File: src/assert_macros.svh
// Assertion helpers used by the top-level RTL file.
`ifndef ASSERT_MACROS_SVH
`define ASSERT_MACROS_SVH
`ifndef SYNTHESIS
`define CHK_NOW(lbl, clk, rst, a, b) \
  lbl: assert property (@(posedge clk) disable iff (rst) (a) |-> (b)) \
    else $error("assertion failed");
`define CHK_NEXT(lbl, clk, rst, a, b) \
  lbl: assert property (@(posedge clk) disable iff (rst) (a) |=> (b)) \
    else $error("assertion failed");
`else
`define CHK_NOW(lbl, clk, rst, a, b)
`define CHK_NEXT(lbl, clk, rst, a, b)
`endif
`endif

File: src/ptt_pkg.sv
`timescale 1ns / 1ps
package ptt_pkg;

  localparam int K_W = 6;
  localparam int CNT_W = 7;
  localparam int N_W = 6;
  localparam int DIV_W = 32;

  localparam logic [2:0] CMD_RECT    = 3'd0;
  localparam logic [2:0] CMD_OUTLINE = 3'd1;
  localparam logic [2:0] CMD_LINE    = 3'd2;
  localparam logic [2:0] CMD_CIRCLE  = 3'd3;
  localparam logic [2:0] CMD_PIE     = 3'd4;
  localparam logic [2:0] CMD_RING    = 3'd5;
  localparam logic [2:0] CMD_SLICE   = 3'd6;
  localparam logic [2:0] CMD_CLEAR   = 3'd7;

  typedef enum logic [1:0] {
    OP_VERT,
    OP_LDXY,
    OP_LEND
  } op_t;

  typedef struct packed {
    logic capture;
    logic setup;
    logic div_go;
    logic acc_adv;
    logic st_a;
    logic st_r;
    logic st_b;
    logic st_c;
    logic last;
    op_t op;
    logic [K_W-1:0] k;
  } cmd_t;

  typedef struct packed {
    logic [2:0] prim;
    logic [K_W-1:0] cnt_m1;
    logic div_done;
    logic out_free;
  } status_t;

  function automatic int sine_entry(int k, int bits);
    longint unsigned u;
    longint unsigned u2;
    longint unsigned s;
    int q;
    int v;
    q = (k >> (bits - 2)) & 3;
    u = longint'(k & ((1 << (bits - 2)) - 1)) << (32 - bits);
    if ((q & 1) != 0) u = (64'd1 << 30) - u;
    u2 = (u * u) >> 30;
    s = 61;
    s = 3864 - ((s * u2) >> 30);
    s = 172272 - ((s * u2) >> 30);
    s = 5026995 - ((s * u2) >> 30);
    s = 85569306 - ((s * u2) >> 30);
    s = 693598668 - ((s * u2) >> 30);
    s = 1686629713 - ((s * u2) >> 30);
    s = (s * u) >> 30;
    v = int'((s + 8192) >> 14);
    return ((q & 2) != 0) ? -v : v;
  endfunction

endpackage

File: src/ptt_ctrl.sv
`timescale 1ns / 1ps
module ptt_ctrl import ptt_pkg::*; (
  input  logic    clk,
  input  logic    rst,
  input  logic    in_valid,
  output logic    in_stall,
  input  status_t st,
  output cmd_t    cmd
);

  typedef enum logic [2:0] {
    S_IDLE,
    S_SETUP,
    S_DIV_GO,
    S_DIV_WAIT,
    S_A,
    S_R,
    S_B,
    S_C
  } state_t;

  state_t state;
  op_t op;
  logic [K_W-1:0] k;
  logic last;

  assign last = k == st.cnt_m1;
  assign in_stall = state != S_IDLE;

  assign cmd.capture = (state == S_IDLE) && in_valid;
  assign cmd.setup = state == S_SETUP;
  assign cmd.div_go = state == S_DIV_GO;
  assign cmd.acc_adv = (state == S_C) && (op == OP_VERT) && st.out_free && !last;
  assign cmd.st_a = state == S_A;
  assign cmd.st_r = state == S_R;
  assign cmd.st_b = state == S_B;
  assign cmd.st_c = state == S_C;
  assign cmd.last = last;
  assign cmd.op = op;
  assign cmd.k = k;

  always_ff @(posedge clk) begin
    if (rst) begin
      state <= S_IDLE;
      op <= OP_VERT;
      k <= '0;
    end else begin
      case (state)
        S_IDLE: begin
          if (in_valid) begin
            state <= S_SETUP;
          end
        end
        S_SETUP: begin
          k <= '0;
          op <= OP_VERT;
          case (st.prim)
            CMD_RECT, CMD_OUTLINE: state <= S_A;
            CMD_LINE: begin
              op <= OP_LDXY;
              state <= S_A;
            end
            CMD_CLEAR: state <= S_IDLE;
            default: state <= S_DIV_GO;
          endcase
        end
        S_DIV_GO: state <= S_DIV_WAIT;
        S_DIV_WAIT: begin
          if (st.div_done) begin
            state <= S_A;
          end
        end
        S_A: state <= S_R;
        S_R: state <= S_B;
        S_B: state <= S_C;
        S_C: begin
          case (op)
            OP_LDXY: begin
              op <= OP_LEND;
              state <= S_A;
            end
            OP_LEND: begin
              op <= OP_VERT;
              k <= '0;
              state <= S_A;
            end
            default: begin
              if (st.out_free) begin
                if (last) begin
                  state <= S_IDLE;
                end else begin
                  k <= k + K_W'(1);
                  state <= S_A;
                end
              end
            end
          endcase
        end
        default: state <= S_IDLE;
      endcase
    end
  end

endmodule

File: config.mk
export PLATFORM = sky130hd
export DESIGN_NAME = ptt_ctrl
export DESIGN_NICKNAME = d
export VERILOG_FILES = /design/src/assert_macros.svh /design/src/ptt_pkg.sv /design/src/ptt_ctrl.sv
export SDC_FILE = /design/constraint.sdc
export NUM_CORES = 1
export LEC_CHECK = 0
export ABC_AREA = 1
export BUFFER_PORTS_ARGS = -buffer_cell sky130_fd_sc_hd__buf_2
export CORE_ASPECT_RATIO = 0.8
export CORE_UTILIZATION = 45
export DETAILED_ROUTE_END_ITERATION = 7
export PLACE_DENSITY = 0.85
export SLEW_MARGIN = 20
export SYNTH_ARGS = -nofsm -noshare
export SYNTH_HDL_FRONTEND = slang
export SYNTH_SLANG_ARGS = --single-unit
File: constraint.sdc
create_clock -name clk -period 1.6 [get_ports clk]
set_input_delay 0 -clock clk [delete_from_list [all_inputs] [get_ports clk]]
set_output_delay 0 -clock clk [all_outputs]
set_load 0.01 [all_outputs]
* Word-level counts from Yosys, hierarchy flattened *
Cells that the tools add are included.

operators by class
  add/sub/neg operators = 1
  reductions and logical operators = 15
  equal/unequal tests = 20
  multiplexer cells = 14

operators by type and width
  operator             number
  $pmux 3 s8           1
  $pmux 6 s2           2
  $eq 3x3->1 const B   5
  $mux 3               5
  $mux 6               2
  $eq 3x2->1 const B   3
  $pmux 2 s2           2
  $add 6x1->6 const B  1
  $eq 3x1->1 const B   2
  $eq 6x6->1           1
  $logic_not 3->1      2
  $ne 2x2->1 const B   3
  $ne 3x2->1 const B   2
  $pmux 3 s2           1
  $logic_and 1x1->1    4
  $reduce_and 4->1     1
  $ne 3x1->1 const B   1
  $ne 3x3->1 const B   1
  $reduce_and 3->1     1
  $reduce_bool 3->1    1
  $reduce_or 3->1      1
  $eq 2x1->1 const B   1
  $eq 2x2->1 const B   1
  $logic_not 2->1      1
  other kinds (5)      5

storage, ports and cells
  logic and storage cells = 53
  input port bits = 14
  output and inout port bits = 18
  register bits after elaboration = 11

* Depth between registers and ports, before layout *
  depth after elaboration = 5
  mapped depth = 11
  gate-level depth less buffers = 11

* Worst setup path before layout *
No wires, ideal clock.

  path type = flip-flop to flip-flop
  from = reg op[0]
  to = reg k[5]
  required time = 1489 ps
  path slack = 56 ps
  cell stages (with the launch flop) = 11
  path buffers = 0
  period minus slack after synthesis = 1544 ps
  data arrival time = 1434 ps
  setup time = 111 ps
  cells stage by stage = dfxtp_1 inv_1 ha_1 nor3_1 nor2_4 nand2_1 nand2_2 nand2_1 nand2_1 nand2_1 nor2_1

on the way
  longest elaborated chain between the ends = 3
  elaborated cells on any way between the ends = 8
  those cells by class = eq/ne: 5; mux: 2; reduce/logical: 1

ends and longest elaborated chain
  what                                                   line            RTL
  start, declared                                        ptt_ctrl.sv:23  op_t op;
  start signal, assigned                                 ptt_ctrl.sv:45  op <= OP_VERT;
  start signal, assigned                                 ptt_ctrl.sv:56  op <= OP_VERT;
  start signal, assigned                                 ptt_ctrl.sv:60  op <= OP_LDXY;
  $eq 2x2->1 / $eq 2x1->1 (equally long branches)        ptt_ctrl.sv:77  case (op)
  $pmux 6 s2, or another cell as far along               ptt_ctrl.sv:77
  $pmux 6 s2 / $reduce_and 4->1 (equally long branches)  -
  end signal, assigned                                   ptt_ctrl.sv:92  k <= k + K_W'(1);
  end, declared                                          ptt_ctrl.sv:24  logic [K_W-1:0] k;

Several ways; a longest one is shown, not always the timed one.
A chain may end at the register's enable or synchronous reset.

* Worst setup path in the final report *
Ends and elaborated chain as after synthesis.

==> results.txt <==
* Height of the chip: a little over 40 um
- Setup repair after global routing missed its margin: true
- Total wire length after detailed routing: around 2200 um
- After legalization and detailed placement, the total HPWL measured around 1800 um.
- Across the VDD grid, the largest voltage drop is between 600 and 700 uV.
* Max stage delay cell, worst path: dfxtp_1
- Counting every sink on the clock net gives 11.
* Leakage: between 0.6 and 0.7 nW
- Worst slew pin tran: roughly 260 ps
* Clk pin slew, worst setup/hold paths: approximately 70 ps
- The tightest hold path in the finished design has a slack of between 30 and 40 ps.
- For this run, the total global-route usage over all layers was measured as 23.3%.
- After detailed routing, the wire length on met1 is approximately 960 um.
- Count of fill cells added during filler insertion: 144
* CTS tree: done
- Worst hold path type: input pin to flip-flop
- Final setup violation count: 0
* DRC violations left: 0
- Data required, critical path: about 1800 ps
- Highest signal layer in the routed design: met4
- Summing the sequential cell areas from Yosys gives approximately a quarter of the chip area.
- The floorplan has 13 rows.
- After global routing the overflow that remains totals 0.
- Buffer depth of the longest clock path: 2
* Mapped cell area: 851 um2
- In the layout the commonest cells are 41 x nand2_1, 31 x buf_2, 23 x nor2_1, 18 x inv_1, 9 x dfxtp_1.
- Counting every net in the synthesized netlist gives 162.
- The sequential cells in the finished layout cover a total of ~220 um2.
* DR WL met3: approximately 120 um
- Post-CTS timing repair inserted 0 buffers for setup.
* WS Path Type: flip-flop to flip-flop
- After synthesis, the mean cell area works out to between 5 and 6 um2.
- Share of post-route cells with drive strength above 1: slightly above 30%
- Relative to the synthesized area, the layout overhead comes to 32.6%.
- Counting flops with an async set or reset pin after synthesis yields a share of 0%.
* Number of antenna violations at the first check in global routing: 0
- Dividing the final minimum period by the clock period gives 94.4%.
- Clock latency on the worst-skew pair, taken at its later pin, is around 280 ps.
- For this run, the top clock speed supported by timing is 0.662 GHz.
* Detailed router's first-iteration violation count: 23
- After synthesis, the netlist uses 25 different library cells.
- CTS HTree Levels: 1
- During I/O placement, the number of pins put on the boundary was 32.
- Pin count of the biggest net entering global routing: 10
- Summing all multi-input logic gate instances after layout gives 573 um2.
* Number of antenna repair diodes: 0
- The signal on the critical path passes through inv_1 > ha_2 > nor3_2 > nor2_4 > nand2_2 > nand2_2 > nand2_1 > nand2_1 > nand2_1 > nor2_1.
* Die X-Extent: ~50 um
- Status: finished, final reports clean
- Crit. End Element: flip-flop
- Most instantiated flip-flop cell in the synthesis netlist: dfxtp_1
- Power spread over the standard cell area amounts to about 720 nW/um2.
* Biggest area contributors in the synthesized netlist: dfxtp_1 26%, nand2_1 18%, nor2_1 11%
* Die Footprint: 2070 um2
- Master cell of the clock root buffer: clkbuf_4
- Final slew viol count: 0
- Max-cap violations in this run came to 0.
- After floorplanning, the core was sized to cover roughly 1700 um2.
- Data arrival time of the critical path: 1690 ps
- After technology mapping, the gate count stands at between 100 and 150.
* Cell seen most often among critical-path stages: nand2_1
- Initial cell density of the core: ~50%
- The synthesized design contains 11 register bits.
* Most common cell after layout, fill and taps aside: nand2_1
- Wire length of the first global-routing pass: about 3400 um
- Synthesis Warnings: 0
- Fraction of post-synthesis cell area in the top cell type by area: 25.9%
* Final-report hold violation count: 0
- Routability-driven placement finished with a final weighted congestion of slightly above 0.8.
- Dividing the detail-routed via count by the number of cells gives slightly above 5.
- Counting flops with a built-in enable in the synthesized netlist gives 0.
- After detailed placement, the design holds a cell count of 199.
- For this block, the via count after detailed routing is 1041.
- On the worst path, the slowest cell contributes a delay of around 370 ps.
- Maximum fanout encountered on the critical timing path: 7
* Clock period minus final worst setup slack: between 1500 and 2000 ps
- After detailed routing, the average wire length per cell comes to 10.8 um.
- Of all cell types, the one taking the most synthesized area is dfxtp_1.
- For this run, the detailed router's first-pass iteration total came to 4.
- Clock tree synthesis inserted a total of 3 buffers.
- At the end of the flow, the number of nets in the layout was around 200.
* Met2 WL: between 1000 and 1500 um
* CP Launch Type: flip-flop
- Count of input and output buffers: 31
- Once detail routing completed, the nets flagged for antenna violations numbered 0.
* Number of global-route vias before repair: 801
* Remaining max-slew budget at the tightest pin: 82.6%
- Leaving out filler cells and counting taps, the final layout contains slightly above 200.
- Worst setup skew after layout: between 5 and 6 ps
==> through the flow <==
stage / setup slack (ps) / utilization [%] / total power, mW / area (um2) / TNS (ps)
finish: 90.1 / 66.7 / 0.813 / 1130 / 0
global placement: 77.5 / 62.2 / 0.593 / 1050 / 0
global route: -10.2 / 66.7 / 0.880 / 1130 / -13.0
floorplan: 55.7 / - / 0.506 / 851 / 0
CTS: 10.7 / 64.1 / 0.801 / 1080 / 0
detailed placement: -15.9 / 62.2 / 0.607 / 1050 / -24.2
==> state kept, by name, summed over array words and instances (netlist names) <==
signal  cells
op          2
state       3
k           6
==> cells by family after synthesis <==
| group | count (synthesis) | synth area share, % |
|---|---|---|
| compound gates | 17 | 12.2 |
| xor+xnor | 1 | 1.03 |
| fa+ha+maj | 4 | 5.88 |
| buf+inv | 24 | 11.0 |
| flops | 11 | 25.9 |
| simple gates | 87 | 44.0 |
==> final timing paths <==
kind,endpoint,start,cells past startpoint,slack (ps)
worst max-delay path,k[5]$_SDFFE_PP0P_,op[0]$_SDFFE_PP0P_,10,90
worst min-delay path,op[0]$_SDFFE_PP0P_,st[9],3,40
worst max register to register,k[5]$_SDFFE_PP0P_,op[0]$_SDFFE_PP0P_,10,90
worst min register to register,op[1]$_SDFFE_PP0P_,op[1]$_SDFFE_PP0P_,2,490
==> cell type report <==
cell class              count  share of cell area [%]
clock buffers               3                    2.00
clock inverters             1                   0.443
inverters                  22                    7.32
multi-input cells         109                    50.8
flip-flops and latches     11                    19.7
well taps                  22                    2.44
repair buffers             36                    17.3
==> where the power goes <==
group	total, mW	switching [mW]	internal [mW]
combinational	0.294	0.177	0.116
sequential	0.326	0.0311	0.295
clock	0.193	0.100	0.0929
total	0.813	0.309	0.504
==> worst max-delay path: cells and delay by family (launching register included) <==
kind | cells | cell delay [ps]
and+or+nand+nor | 8 | 730
DFF | 1 | 370
adders and majority gates | 1 | 230
buffers and inverters | 1 | 90
==> metal layers <==
metal | GRT usage [%] | vias up
met2 | 44.3 | 35
met4 | 11.1 | 0
met3 | 7.78 | 7
met5 | 0 | -
li1 | - | 538
met1 | 24.4 | 461
==> synth_stat cells, types with 2 or more instances <==
library cell and instances:
inv_2 3, dfxtp_1 11, ha_1 4, o21ai_1 2, o21ai_2 2, nand3_1 9, inv_1 18, a21oi_1 8
nor3_1 4, nand4_1 2, nor3b_1 2, nor2_1 25, nand2_2 2, nand2_1 41
==> repair_timing <==
action	CTS	global route
endpoints found under the hold margin	0	2
setup endpoints to repair	3	10
resized for setup	1	9
hold buffers	0	1
pin swaps	0	1
No activity file was read; power rests on OpenSTA's default activity.
